**src/rtl/fit_policy_block_allocator_top_assert.svh**
```systemverilog
// Assertion macros for the fit-policy block allocator.
// Used by fit_policy_block_allocator_top; no other dependencies.
`ifndef FIT_POLICY_BLOCK_ALLOCATOR_TOP_ASSERT_SVH
`define FIT_POLICY_BLOCK_ALLOCATOR_TOP_ASSERT_SVH

// Same-cycle implication, checked out of reset.
`define FPBA_ASSERT_IMP(label, clk, rst_n, ante, cons, msg) \
    label: assert property (@(posedge clk) disable iff (!rst_n) (ante) |-> (cons)) \
        else $error(msg);

// Next-cycle implication, checked out of reset.
`define FPBA_ASSERT_NXT(label, clk, rst_n, ante, cons, msg) \
    label: assert property (@(posedge clk) disable iff (!rst_n) (ante) |=> (cons)) \
        else $error(msg);

`endif

```
**src/rtl/fpba_pkg.sv**
```systemverilog
// Shared types and constants for the fit-policy block allocator.
// No dependencies; used by every module of the block.
`timescale 1ns / 1ps

package fpba_pkg;

    // Defaults for the top-level parameters.
    localparam int NUM_BLOCKS_DEF = 16;
    localparam int SIZE_BITS_DEF  = 16;

    // Item modes.
    localparam logic MODE_LOAD  = 1'b0;
    localparam logic MODE_ALLOC = 1'b1;

    // Fit policies.
    localparam logic [1:0] POLICY_FIRST = 2'd0;
    localparam logic [1:0] POLICY_BEST  = 2'd1;
    localparam logic [1:0] POLICY_WORST = 2'd2;
    localparam logic [1:0] POLICY_NEXT  = 2'd3;

    // Register indexes (address bit 2) and config bus width.
    localparam int         PADDR_W         = 3;
    localparam logic       REG_FIT_POLICY  = 1'b0;
    localparam logic       REG_BLOCK_COUNT = 1'b1;

    // Register reset values.
    localparam logic [1:0] FIT_POLICY_RST  = POLICY_FIRST;
    localparam logic [4:0] BLOCK_COUNT_RST = 5'd16;

    typedef struct packed {
        logic [1:0] fit_policy;
        logic [4:0] block_count;
    } cfg_t;

    typedef struct packed {
        logic        mode;
        logic [3:0]  block_index;
        logic [15:0] item_size;
    } in_item_t;

    typedef struct packed {
        logic        granted;
        logic [3:0]  chosen_block;
        logic [15:0] remaining_after;
    } out_item_t;

endpackage

```
**src/rtl/fpba_regs.sv**
```systemverilog
// APB-style configuration registers: fit policy and block count.
// Depends on fpba_pkg.
`timescale 1ns / 1ps

module fpba_regs
(
    input  logic                         clk,
    input  logic                         rst_n,
    input  logic                         psel,
    input  logic                         penable,
    input  logic                         pwrite,
    input  logic [fpba_pkg::PADDR_W-1:0] paddr,
    input  logic [31:0]                  pwdata,
    output logic [31:0]                  prdata,
    output logic                         pready,
    output fpba_pkg::cfg_t               cfg
);

    fpba_pkg::cfg_t cfg_reg;
    fpba_pkg::cfg_t cfg_next;
    logic           wr_go;

    assign pready = 1'b1;
    assign wr_go  = psel && penable && pwrite;
    assign cfg    = cfg_reg;

    always_comb
    begin
        cfg_next = cfg_reg;
        if (wr_go)
        begin
            unique case (paddr[2])
                fpba_pkg::REG_FIT_POLICY:  cfg_next.fit_policy  = pwdata[1:0];
                fpba_pkg::REG_BLOCK_COUNT: cfg_next.block_count = pwdata[4:0];
                default:                   cfg_next = cfg_reg;
            endcase
        end
    end

    always_comb
    begin
        unique case (paddr[2])
            fpba_pkg::REG_FIT_POLICY:  prdata = 32'(cfg_reg.fit_policy);
            fpba_pkg::REG_BLOCK_COUNT: prdata = 32'(cfg_reg.block_count);
            default:                   prdata = '0;
        endcase
    end

    always_ff @(posedge clk or negedge rst_n)
    begin
        if (!rst_n)
        begin
            cfg_reg.fit_policy  <= fpba_pkg::FIT_POLICY_RST;
            cfg_reg.block_count <= fpba_pkg::BLOCK_COUNT_RST;
        end
        else
        begin
            cfg_reg <= cfg_next;
        end
    end

endmodule

```
**src/rtl/fpba_table.sv**
```systemverilog
// Remaining-size table: one write port, one registered read port.
// Depends on fpba_pkg only through its parameters.
`timescale 1ns / 1ps

module fpba_table
#(
    parameter int NUM_BLOCKS = fpba_pkg::NUM_BLOCKS_DEF,
    parameter int SIZE_BITS  = fpba_pkg::SIZE_BITS_DEF,
    localparam int IDX_W     = $clog2(NUM_BLOCKS)
)
(
    input  logic                 clk,
    input  logic                 wr_en,
    input  logic [IDX_W-1:0]     wr_addr,
    input  logic [SIZE_BITS-1:0] wr_data,
    input  logic [IDX_W-1:0]     rd_addr,
    output logic [SIZE_BITS-1:0] rd_data
);

    // Contents undefined until loaded; no reset.
    logic [SIZE_BITS-1:0] mem [NUM_BLOCKS];
    logic [SIZE_BITS-1:0] rd_data_reg;

    assign rd_data = rd_data_reg;

    always_ff @(posedge clk)
    begin
        if (wr_en)
        begin
            mem[wr_addr] <= wr_data;
        end
    end

    always_ff @(posedge clk)
    begin
        rd_data_reg <= mem[rd_addr];
    end

endmodule

```
**src/rtl/fpba_alu.sv**
```systemverilog
// Shared compare/subtract unit: fit test, best/worst compare, final subtraction.
// Depends on fpba_pkg only through its parameters.
`timescale 1ns / 1ps

module fpba_alu
#(
    parameter int SIZE_BITS = fpba_pkg::SIZE_BITS_DEF
)
(
    input  logic [SIZE_BITS-1:0] op_a,
    input  logic [SIZE_BITS-1:0] op_req,
    input  logic [SIZE_BITS-1:0] op_ref,
    output logic                 ge_req,
    output logic                 lt_ref,
    output logic                 gt_ref,
    output logic [SIZE_BITS-1:0] diff
);

    logic [SIZE_BITS:0] sub_w;

    // Borrow out of a - req clear means a >= req.
    assign sub_w  = {1'b0, op_a} - {1'b0, op_req};
    assign ge_req = !sub_w[SIZE_BITS];
    assign diff   = sub_w[SIZE_BITS-1:0];
    assign lt_ref = op_a < op_ref;
    assign gt_ref = op_a > op_ref;

endmodule

```
**src/rtl/fpba_seq.sv**
```systemverilog
// Allocation sequencer: scans the table one entry per cycle through the
// shared compare unit and writes back the chosen block. Depends on fpba_pkg.
`timescale 1ns / 1ps

module fpba_seq
#(
    parameter int NUM_BLOCKS = fpba_pkg::NUM_BLOCKS_DEF,
    parameter int SIZE_BITS  = fpba_pkg::SIZE_BITS_DEF,
    localparam int IDX_W     = $clog2(NUM_BLOCKS)
)
(
    input  logic                 clk,
    input  logic                 rst_n,
    input  fpba_pkg::cfg_t       cfg,
    input  logic                 in_valid,
    output logic                 in_stall,
    input  fpba_pkg::in_item_t   in_data,
    output logic                 out_valid,
    input  logic                 out_stall,
    output fpba_pkg::out_item_t  out_data,
    output logic                 tbl_wr_en,
    output logic [IDX_W-1:0]     tbl_wr_addr,
    output logic [SIZE_BITS-1:0] tbl_wr_data,
    output logic [IDX_W-1:0]     tbl_rd_addr,
    input  logic [SIZE_BITS-1:0] tbl_rd_data
);

    localparam int CNT_W = (IDX_W + 1 > 5) ? IDX_W + 1 : 5;
    localparam logic [CNT_W-1:0] NUM_CNT = CNT_W'(NUM_BLOCKS);

    typedef enum logic [1:0] {ST_IDLE, ST_SCAN, ST_FINISH} state_t;

    state_t               state_reg, state_next;
    logic [SIZE_BITS-1:0] req_reg, req_next;
    logic [CNT_W-1:0]     n_reg, n_next;
    logic [CNT_W-1:0]     issue_cnt_reg, issue_cnt_next;
    logic [IDX_W-1:0]     pos_reg, pos_next;
    logic                 eval_vld_reg, eval_vld_next;
    logic                 eval_last_reg, eval_last_next;
    logic [IDX_W-1:0]     eval_pos_reg, eval_pos_next;
    logic                 found_reg, found_next;
    logic [IDX_W-1:0]     best_idx_reg, best_idx_next;
    logic [SIZE_BITS-1:0] best_val_reg, best_val_next;
    logic [IDX_W-1:0]     ptr_reg, ptr_next;
    logic                 out_valid_reg, out_valid_next;
    fpba_pkg::out_item_t  out_data_reg, out_data_next;

    logic                 accept;
    logic [CNT_W-1:0]     blk_ext;
    logic                 load_ok;
    logic [CNT_W-1:0]     cnt_ext;
    logic [CNT_W-1:0]     n_now;
    logic [IDX_W-1:0]     start_pos;
    logic [31:0]          size_w;
    logic [SIZE_BITS-1:0] req_now;
    logic [IDX_W-1:0]     pos_wrap;
    logic                 issuing;
    logic                 scan_pol;
    logic                 out_free;
    logic [SIZE_BITS-1:0] alu_a;
    logic                 alu_ge, alu_lt, alu_gt;
    logic [SIZE_BITS-1:0] alu_diff;
    logic [31:0]          diff_w;
    logic [31:0]          pick_w;

    assign in_stall    = (state_reg != ST_IDLE);
    assign accept      = in_valid && !in_stall;
    assign out_valid   = out_valid_reg;
    assign out_data    = out_data_reg;
    assign out_free    = !out_valid_reg || !out_stall;

    assign blk_ext     = CNT_W'(in_data.block_index);
    assign load_ok     = blk_ext < NUM_CNT;
    assign cnt_ext     = CNT_W'(cfg.block_count);
    assign n_now       = (cnt_ext > NUM_CNT) ? NUM_CNT : cnt_ext;
    assign size_w      = 32'(in_data.item_size);
    assign req_now     = size_w[SIZE_BITS-1:0];
    assign start_pos   = (cfg.fit_policy == fpba_pkg::POLICY_NEXT && CNT_W'(ptr_reg) < n_now)
                         ? ptr_reg : '0;
    assign pos_wrap    = (CNT_W'(pos_reg) + CNT_W'(1) == n_reg) ? '0 : pos_reg + IDX_W'(1);
    assign issuing     = (state_reg == ST_SCAN) && (issue_cnt_reg != n_reg);
    // First and next fit stop at the first hit; best and worst see every entry.
    assign scan_pol    = (cfg.fit_policy == fpba_pkg::POLICY_FIRST)
                      || (cfg.fit_policy == fpba_pkg::POLICY_NEXT);
    assign tbl_rd_addr = pos_reg;

    // Scan: fit test of the read entry; finish: chosen size minus request.
    assign alu_a  = (state_reg == ST_FINISH) ? best_val_reg : tbl_rd_data;
    assign diff_w = 32'(alu_diff);
    assign pick_w = 32'(best_idx_reg);

    fpba_alu #(
        .SIZE_BITS (SIZE_BITS)
    ) u_alu (
        .op_a   (alu_a),
        .op_req (req_reg),
        .op_ref (best_val_reg),
        .ge_req (alu_ge),
        .lt_ref (alu_lt),
        .gt_ref (alu_gt),
        .diff   (alu_diff)
    );

    always_comb
    begin
        state_next     = state_reg;
        req_next       = req_reg;
        n_next         = n_reg;
        issue_cnt_next = issue_cnt_reg;
        pos_next       = pos_reg;
        eval_vld_next  = issuing;
        eval_last_next = eval_last_reg;
        eval_pos_next  = eval_pos_reg;
        found_next     = found_reg;
        best_idx_next  = best_idx_reg;
        best_val_next  = best_val_reg;
        ptr_next       = ptr_reg;
        out_valid_next = out_valid_reg && out_stall;
        out_data_next  = out_data_reg;
        tbl_wr_en      = 1'b0;
        tbl_wr_addr    = blk_ext[IDX_W-1:0];
        tbl_wr_data    = req_now;

        if (issuing)
        begin
            pos_next       = pos_wrap;
            issue_cnt_next = issue_cnt_reg + CNT_W'(1);
            eval_pos_next  = pos_reg;
            eval_last_next = (issue_cnt_reg + CNT_W'(1) == n_reg);
        end

        unique case (state_reg)
            ST_IDLE:
            begin
                if (accept && in_data.mode == fpba_pkg::MODE_LOAD)
                begin
                    if (load_ok)
                    begin
                        tbl_wr_en = 1'b1;
                        ptr_next  = '0;
                    end
                end
                else if (accept)
                begin
                    req_next       = req_now;
                    n_next         = n_now;
                    issue_cnt_next = '0;
                    pos_next       = start_pos;
                    found_next     = 1'b0;
                    state_next     = (n_now == '0) ? ST_FINISH : ST_SCAN;
                end
            end
            ST_SCAN:
            begin
                if (eval_vld_reg)
                begin
                    if (alu_ge && (scan_pol || !found_reg
                        || (cfg.fit_policy == fpba_pkg::POLICY_BEST && alu_lt)
                        || (cfg.fit_policy == fpba_pkg::POLICY_WORST && alu_gt)))
                    begin
                        found_next    = 1'b1;
                        best_idx_next = eval_pos_reg;
                        best_val_next = tbl_rd_data;
                    end
                    if ((alu_ge && scan_pol) || eval_last_reg)
                    begin
                        state_next = ST_FINISH;
                    end
                end
            end
            ST_FINISH:
            begin
                if (out_free)
                begin
                    out_valid_next = 1'b1;
                    state_next     = ST_IDLE;
                    if (found_reg)
                    begin
                        out_data_next.granted         = 1'b1;
                        out_data_next.chosen_block    = pick_w[3:0];
                        out_data_next.remaining_after = diff_w[15:0];
                        tbl_wr_en   = 1'b1;
                        tbl_wr_addr = best_idx_reg;
                        tbl_wr_data = alu_diff;
                        if (cfg.fit_policy == fpba_pkg::POLICY_NEXT)
                        begin
                            ptr_next = best_idx_reg;
                        end
                    end
                    else
                    begin
                        out_data_next = '0;
                    end
                end
            end
            default:
            begin
                state_next = ST_IDLE;
            end
        endcase
    end

    always_ff @(posedge clk or negedge rst_n)
    begin
        if (!rst_n)
        begin
            state_reg     <= ST_IDLE;
            req_reg       <= '0;
            n_reg         <= '0;
            issue_cnt_reg <= '0;
            pos_reg       <= '0;
            eval_vld_reg  <= 1'b0;
            eval_last_reg <= 1'b0;
            eval_pos_reg  <= '0;
            found_reg     <= 1'b0;
            best_idx_reg  <= '0;
            best_val_reg  <= '0;
            ptr_reg       <= '0;
            out_valid_reg <= 1'b0;
            out_data_reg  <= '0;
        end
        else
        begin
            state_reg     <= state_next;
            req_reg       <= req_next;
            n_reg         <= n_next;
            issue_cnt_reg <= issue_cnt_next;
            pos_reg       <= pos_next;
            eval_vld_reg  <= eval_vld_next;
            eval_last_reg <= eval_last_next;
            eval_pos_reg  <= eval_pos_next;
            found_reg     <= found_next;
            best_idx_reg  <= best_idx_next;
            best_val_reg  <= best_val_next;
            ptr_reg       <= ptr_next;
            out_valid_reg <= out_valid_next;
            out_data_reg  <= out_data_next;
        end
    end

endmodule

```
**src/rtl/fit_policy_block_allocator_top.sv**
```systemverilog
// Fit-policy block allocator, top level: config registers, size table,
// scan sequencer. Depends on fpba_pkg, fpba_regs, fpba_table, fpba_seq, fpba_alu.
`timescale 1ns / 1ps
`include "fit_policy_block_allocator_top_assert.svh"

// Channel   Dir   Handshake              Payload
// in        in    in_valid / in_stall    in_data   (fpba_pkg::in_item_t)
// out       out   out_valid / out_stall  out_data  (fpba_pkg::out_item_t)
// cfg       in    psel/penable/pready    paddr, pwdata, prdata (APB-style)
//
// Flow: a load is written to the table on its transfer; the next transfer
//   may follow at once. An allocate holds in_stall from its transfer until
//   its result is written back: the single table read port is scanned one
//   entry per cycle, each read registered, then the chosen entry is written
//   back. First and next fit stop early at the first hit. With no blocks in
//   use the scan is skipped.
// Reset: rst_n async, active low; config to first fit / 16 blocks, next-fit
//   pointer to 0. Table contents are undefined until loaded (no clearing pass).
// Stalls: one output register; a new item is taken while a result waits, but
//   the write-back cycle holds until the output register is free.

module fit_policy_block_allocator_top
#(
    parameter int NUM_BLOCKS = fpba_pkg::NUM_BLOCKS_DEF,
    parameter int SIZE_BITS  = fpba_pkg::SIZE_BITS_DEF
)
(
    input  logic                         clk,
    input  logic                         rst_n,
    input  logic                         in_valid,
    output logic                         in_stall,
    input  fpba_pkg::in_item_t           in_data,
    output logic                         out_valid,
    input  logic                         out_stall,
    output fpba_pkg::out_item_t          out_data,
    input  logic                         psel,
    input  logic                         penable,
    input  logic                         pwrite,
    input  logic [fpba_pkg::PADDR_W-1:0] paddr,
    input  logic [31:0]                  pwdata,
    output logic [31:0]                  prdata,
    output logic                         pready
);

    localparam int IDX_W = $clog2(NUM_BLOCKS);

    fpba_pkg::cfg_t       cfg;
    logic                 tbl_wr_en;
    logic [IDX_W-1:0]     tbl_wr_addr;
    logic [SIZE_BITS-1:0] tbl_wr_data;
    logic [IDX_W-1:0]     tbl_rd_addr;
    logic [SIZE_BITS-1:0] tbl_rd_data;

    // Config registers: the user must write them only while the block is idle; the block does not enforce it.
    fpba_regs u_regs (
        .clk     (clk),
        .rst_n   (rst_n),
        .psel    (psel),
        .penable (penable),
        .pwrite  (pwrite),
        .paddr   (paddr),
        .pwdata  (pwdata),
        .prdata  (prdata),
        .pready  (pready),
        .cfg     (cfg)
    );

    // Remaining-size table; read data is registered and comes in the cycle after the address.
    fpba_table #(
        .NUM_BLOCKS (NUM_BLOCKS),
        .SIZE_BITS  (SIZE_BITS)
    ) u_table (
        .clk     (clk),
        .wr_en   (tbl_wr_en),
        .wr_addr (tbl_wr_addr),
        .wr_data (tbl_wr_data),
        .rd_addr (tbl_rd_addr),
        .rd_data (tbl_rd_data)
    );

    // Sequencer with the shared compare/subtract unit and the output register.
    fpba_seq #(
        .NUM_BLOCKS (NUM_BLOCKS),
        .SIZE_BITS  (SIZE_BITS)
    ) u_seq (
        .clk         (clk),
        .rst_n       (rst_n),
        .cfg         (cfg),
        .in_valid    (in_valid),
        .in_stall    (in_stall),
        .in_data     (in_data),
        .out_valid   (out_valid),
        .out_stall   (out_stall),
        .out_data    (out_data),
        .tbl_wr_en   (tbl_wr_en),
        .tbl_wr_addr (tbl_wr_addr),
        .tbl_wr_data (tbl_wr_data),
        .tbl_rd_addr (tbl_rd_addr),
        .tbl_rd_data (tbl_rd_data)
    );

    // A refusal carries zero index and zero size.
    `FPBA_ASSERT_IMP(a_refuse_zero, clk, rst_n, out_valid && !out_data.granted, out_data.chosen_block == 4'd0 && out_data.remaining_after == 16'd0, "refused result not zero")
    // An allocate transfer makes the block busy.
    `FPBA_ASSERT_NXT(a_alloc_busy, clk, rst_n, in_valid && !in_stall && in_data.mode == fpba_pkg::MODE_ALLOC, in_stall, "allocate did not start a scan")
    // A load finishes in its own cycle.
    `FPBA_ASSERT_NXT(a_load_quick, clk, rst_n, in_valid && !in_stall && in_data.mode == fpba_pkg::MODE_LOAD, !in_stall, "load left the block busy")

endmodule
```
**config.mk**
```make
export PLATFORM = sky130hd
export DESIGN_NAME = fit_policy_block_allocator_top
export DESIGN_NICKNAME = d
export VERILOG_FILES = /design/src/rtl/fpba_pkg.sv /design/src/rtl/fpba_regs.sv /design/src/rtl/fpba_table.sv /design/src/rtl/fpba_alu.sv /design/src/rtl/fpba_seq.sv /design/src/rtl/fit_policy_block_allocator_top.sv
export VERILOG_INCLUDE_DIRS = /design/src /design/src/rtl
export SDC_FILE = /design/constraint.sdc
export NUM_CORES = 1
export LEC_CHECK = 0
export ABC_AREA = 1
export BUFFER_PORTS_ARGS = -buffer_cell sky130_fd_sc_hd__buf_2
export CAP_MARGIN = 0
export CORE_MARGIN = 2
export CORE_UTILIZATION = 25
export DETAILED_ROUTE_END_ITERATION = 6
export GPL_TIMING_DRIVEN = 0
export MAX_ROUTING_LAYER = met4
export PLACE_DENSITY_LB_ADDON = 0.05
export SLEW_MARGIN = 20
export SYNTH_ARGS = -nofsm -noshare
export SYNTH_HDL_FRONTEND = slang
export SYNTH_SLANG_ARGS = --single-unit
```
**constraint.sdc**
```tcl
create_clock -name clk -period 4.85 [get_ports clk]
set_clock_uncertainty 0.2 [all_clocks]
set_input_delay 0.97 -clock clk [delete_from_list [all_inputs] [get_ports clk]]
set_output_delay 0.97 -clock clk [all_outputs]
set_load 0.005 [all_outputs]
```
; ---- Yosys cells after proc, flatten, opt, wreduce, memory -nomap -nowiden
; Memories as Yosys holds them, arrays and structs flattened. A register that Yosys moved wholly into a read port is not among the register bits.
; Index checks and enable logic that the tools add are counted.
[classes]
reduce_logical = 36
order_cmp = 5
eq_ne = 18
bitwise_logic = 3
n_mux = 47
shifts = 0
mul = 0
n_addsub = 4
div_mod_pow = 0
[op_table]
columns = operator, n
row1 = two-way mux 16 bit, 4
row2 = one-hot mux 32 bit (2 select lines), 1
row3 = two-way mux 4 bit, 14
row4 = two-way mux 5 bit, 5
row5 = two-way mux 21 bit, 1
row6 = subtractor 16 x 16 -> 17 bit, 1
row7 = > comparator 16 bit, 1
row8 = < comparator 16 bit, 1
row9 = "!= test 2 x 1 -> 1 bit, second input constant", 7
row10 = two-way mux 1 bit, 12
row11 = two-way mux 2 bit, 6
row12 = logical AND 1 bit, 11
row13 = == test 5 bit, 2
row14 = AND reduction 5 bit, 2
row15 = one-hot mux 4 bit (2 select lines), 1
row16 = "== test 2 bit, second input constant", 3
row17 = logical OR 1 bit, 6
row18 = "!= test 2 bit, second input constant", 3
row19 = one-hot mux 2 bit (3 select lines), 1
row20 = AND reduction 2 bit, 3
row21 = AND reduction 3 bit, 2
row22 = AND reduction 6 bit, 1
row23 = nonzero test 2 bit, 3
row24 = "adder 4 x 1 -> 5 bit, second input constant", 1
row25 = other kinds (12), 21
[word_totals]
rom_bits = 0
word_cells = 132
memories = 1
out_inout_bits = 56
regBits = 92
input_bits = 63
latch_bits = 0
ramBits = 256
[memory_table]
columns = memory, depth, word_bits, read_ports, rd_ports_with_merged_regs, write_ports, line
row1 = u_table.mem, 16, 16, 1, 1, 1, fpba_table.sv:21  ; logic [SIZE_BITS-1:0] mem [NUM_BLOCKS];

; ---- Depth between registers and ports, before layout
[logic_depth]
depth_word = 10
mapped_depth = 21

; ---- By module
; From an unflattened synthesis, not the netlist that was laid out.
[unflattened]
hier_cells = 1965
area_unflattened_um2 = 17677.0
[by_module_without_submodules]
columns = mod, instances, cells_each, area_per_inst_um2, seq_area_each_um2
row1 = fpba_table, 1, 1074, 11380.9, 8007.7
row2 = fpba_seq, 1, 548, 4297.9, 2127.0
row3 = fpba_alu, 1, 266, 1428.9, 0.0
row4 = fpba_regs, 1, 77, 569.3, 176.4

; ---- Worst setup path after synthesis
; No wires, ideal clock.
[synth_path]
path_type = flip-flop to flip-flop
startpoint = reg u_seq.state_reg[1]
endpoint = mem u_table.mem[0][10] (netlist bit) (data pin)
arrival_time_ps = 2674
required_time_ps = 4264
synth_period_minus_slack_ps = 3260
path_stages_with_launch = 17
setup_time_ps = 386
path_buffers = 1
path_slack_ps = 1590
cell_sequence = dfrtp_1 > inv_2 > nor2_4 > inv_2 > clkbuf_1 > nand2_1 > o21ai_0 > inv_1 > fa_1 > o21ai_2 > nand2_1 > o21ai_2 > nand2_1 > nand2_1 > a21oi_1 > o21ai_0 > o21ai_0
[synth_via]
elab_chain_len = 6
[synth_lines]
columns = item, line
row1 = "start, declared", fpba_seq.sv:33  ; state_t state_reg, state_next;
row2 = "start signal, assigned", fpba_seq.sv:224  ; state_reg <= state_next;
row3 = == test 2 bit *, "fpba_seq.sv:88, fpba_seq.sv:132"
row4 = two-way mux 16 bit, fpba_seq.sv:88  ; assign alu_a = (state_reg == ST_FINISH) ? best_val_reg : tbl_rd_data;
row5 = subtractor 16 x 16 -> 17 bit, fpba_alu.sv:22  ; assign sub_w = {1'b0, op_a} - {1'b0, op_req};
row6 = two-way mux 16 bit, fpba_seq.sv:177  ; if (found_reg)
row7 = two-way mux 16 bit, fpba_seq.sv:173  ; if (out_free)
row8 = two-way mux 16 bit *, fpba_seq.sv:132  ; unique case (state_reg)
row9 = named net tbl_wr_data[10], fit_policy_block_allocator_top.sv:50  ; logic [SIZE_BITS-1:0] tbl_wr_data;
row10 = "end, declared", fpba_table.sv:21
; The timed path passes the listed nets; every way through them passes the cells marked *.

; ---- Final worst setup path
[layout_path]
startpoint = reg u_seq.state_reg[1]
endpoint = mem u_table.mem[5][12] (netlist bit) (data pin)
; Same word-level chain as after synthesis.

==> impl_metrics.json <==
{
  "synth_edf_count": 256,
  "synthCells": 1506,
  "fp.dieW_um": 261,
  "antenna_cells": 0,
  "slew_headroom_pct": 36.0,
  "layout-drive-gt1-share_pct": 14.7,
  "whs_ns": 0.0778,
  "grt_max_degree": 61,
  "hpwl_mm": 38.6,
  "cp_max_fo": 16,
  "root_buffer": "clkbuf_16",
  "cpMostUsedCell": "nand2_1",
  "outcome": "finished clean",
  "register_area_um2": 10300,
  "cp_num_buf_inv": 4,
  "largest_register_ffs": 256,
  "dominantRegCellSynth": "edfxtp_1",
  "grt_pass1_wl_mm": 79.3,
  "start_kind": "register",
  "cts_tree": "done",
  "initial_core_util_pct": 25.2,
  "htree_levels": 2,
  "dpl_worst_slack_ns": 0.435,
  "synth-async-reset-ratio_pct": 25.3,
  "hold_class": "primary input to asynchronous set/reset pin",
  "clk_latency_ns": 0.59,
  "cts_made_buffers": 46,
  "gp_congestion": 0.871,
  "cts_buffer_depth": 3,
  "dp.cells": 2470,
  "worstSetupStartpoint": "u_seq.state_reg[1]",
  "routed_wl_mm": 54.5,
  "ys_warn_count": 0,
  "yosysUniqueCellTypes": 50,
  "fin_crit_sh_pct": 89.3,
  "cp-endpoint": "u_table.mem[5][12]",
  "worstMarginPinSlew_ns": 0.960,
  "finalSetupViolations": 0,
  "cts_hold_buf": 0,
  "fin_ws_ns": 0.517,
  "nets": 1758,
  "design.die.area_um2": 68200,
  "drc": 0,
  "r2r_slack_ns": 0.52,
  "cap_violations": 0,
  "cts.sinks": 364,
  "antenna_found_initial": 1,
  "cts_setup_buffers": 0,
  "ctsResizeCount": 0,
  "min_period_ns": 4.33,
  "r2r_end": "u_table.mem[5][12]",
  "synth_top_area_share_pct": 46.5,
  "grt_usage_pct": 16.6,
  "std_cell_rows": 94,
  "cellLeakagePower_nw": 8.10,
  "power.density_nw_per_um2": 645,
  "final_cells": 2556,
  "reg2regPathDepth": 16,
  "portBuffers": 60,
  "syn2layout_area_growth_pct": 20.2,
  "end_kind": "register",
  "yosysTopAreaCell": "edfxtp_1",
  "timing.fmax_mhz": 231,
  "finalHoldViolations": 0,
  "arrival_ns": 4.25,
  "max_stage_delay_ns": 0.51,
  "cp.depth": 16,
  "drt_iter0_drc": 856,
  "critPathKind": "register to register",
  "syn_area_per_cell_um2": 11.0,
  "routed_via_density": 4.44,
  "cts.reportedPaths.clkPinSlew_ns": 0.05,
  "required_ns": 4.77,
  "synth_common_cells": "edfxtp_1 (256), nand2_1 (250), o21ai_0 (165), inv_1 (159), a21oi_1 (112)",
  "io_pins": 119,
  "wl_per_cell_um": 21.3,
  "multi_input_area_um2": 5320,
  "die_h_um": 261,
  "ys_ff_latch": 364,
  "drtPass1Iterations": 5,
  "synth_area_um2": 16500,
  "coreArea_um2": 65600,
  "reg2reg_from": "u_seq.state_reg[1]",
  "critPathSlowestCell": "fa_1",
  "postRouteAntennaNets": 0,
  "yosysSeqAreaShare_pct": 62.4,
  "critPathTopFamily": "simple AND/OR/NAND/NOR gates",
  "rsz0062_at_grt": "false",
  "grt_pass1_vias": 11500,
  "fill_cells": 6823,
  "grt_overflow": 0,
  "crit_chain": "inv_2 > nor2_4 > inv_2 > clkbuf_1 > nand2_1 > o21ai_0 > inv_1 > fa_1 > o21ai_2 > nand2_1 > o21ai_2 > nand2_1 > nor2_1 > o21ai_0 > nand3_1 > nand2_1",
  "final_max_slew_viol_count": 0,
  "synthTopCellsByArea": "edfxtp_1 (46%), dfrtp_1 (14%), nand2_1 (5.7%), o21ai_0 (5.0%), mux2i_1 (3.9%)",
  "synth.most_common_cell": "edfxtp_1",
  "vdd_drop_max_v": 0.000299,
  "num_vias": 11400
}
layout make-up:
type,instances,share of cell area [%]
clock inverters,28,1.37
plain buffers,99,2.71
multi-input cells,902,26.8
repair buffers,74,2.54
inverters,167,3.17
well taps,864,5.44
clock buffers,58,6.17
flip-flops and latches,364,51.9
per-layer routing:
metal / vias to the layer above / track usage [%] / part of all wire (%) / routed length (um)
met4: 0 / 3.77 / 1.8 / 969
met1: 5582 / 21.4 / 46 / 25200
met2: 197 / 27.4 / 48 / 26200
met3: 66 / 2.68 / 4.0 / 2180
li1: 5511 / - / - / -
met5: - / - / 0 / 0
logic make-up after synthesis:
family | synth area share, %
xor+xnor | 0.847
fa+ha+maj | 3.15
simple gates | 10.4
mux | 4.00
compound gates | 12.1
other cells | 0.0454
flops | 62.4
buf+inv | 7.06
worst min path at each step:
stage	slack (ns)	startpoint	endpoint
final	0.08	rst_n	u_regs.cfg[0]
after detailed placement	0.26	u_seq.best_val_reg[3]	u_seq.best_val_reg[3]
after global routing	0.08	rst_n	u_regs.cfg[0]
after global placement	0.26	u_seq.best_val_reg[12]	u_seq.best_val_reg[12]
after floorplan	0.24	u_seq.best_val_reg[10]	u_seq.best_val_reg[10]
after CTS	0.06	rst_n	u_regs.cfg[0]
stage by stage:
stage               setup TNS, ns  util (%)  power (W)  instance area (um^2)
detailed placement              0      28.0    0.00955                 18400
finish                          0      30.3     0.0128                 19900
global placement           -18.29      27.4    0.00948                 18000
global route                    0      30.3     0.0138                 19900
floorplan                       0         -    0.00750                 16600
CTS                             0      30.3     0.0131                 19900
cell usage in the layout, fill, tap and decap left out, types with 5 or more instances in the layout:
| master | instances |
|---|---|
| edfxtp_1 | 256 |
| nand2_1 | 250 |
| inv_1 | 159 |
| o21ai_0 | 152 |
| a21oi_1 | 112 |
| dfrtp_1 | 91 |
| buf_2 | 81 |
| mux2i_1 | 65 |
| o211ai_1 | 65 |
| nand3_1 | 47 |
| clkbuf_16 | 46 |
| clkbuf_1 | 43 |
| ha_1 | 40 |
| nor2_1 | 34 |
| buf_4 | 31 |
| conb_1 | 28 |
| nand4_1 | 25 |
| nor2_4 | 16 |
| dfxtp_1 | 16 |
| o21ai_2 | 15 |
| clkinv_1 | 14 |
| buf_6 | 12 |
| xor2_1 | 10 |
| buf_1 | 9 |
| clkinv_2 | 9 |
| xnor2_1 | 6 |
| inv_2 | 5 |
power by group:
part	internal, W	total, W	switching [W]
Combinational	0.00165	0.00523	0.00357
Sequential	0.00389	0.00417	0.000281
Clock	0.00201	0.00342	0.00142
Total	0.00755	0.0128	0.00527
Power figures use the tool's default switching activity.
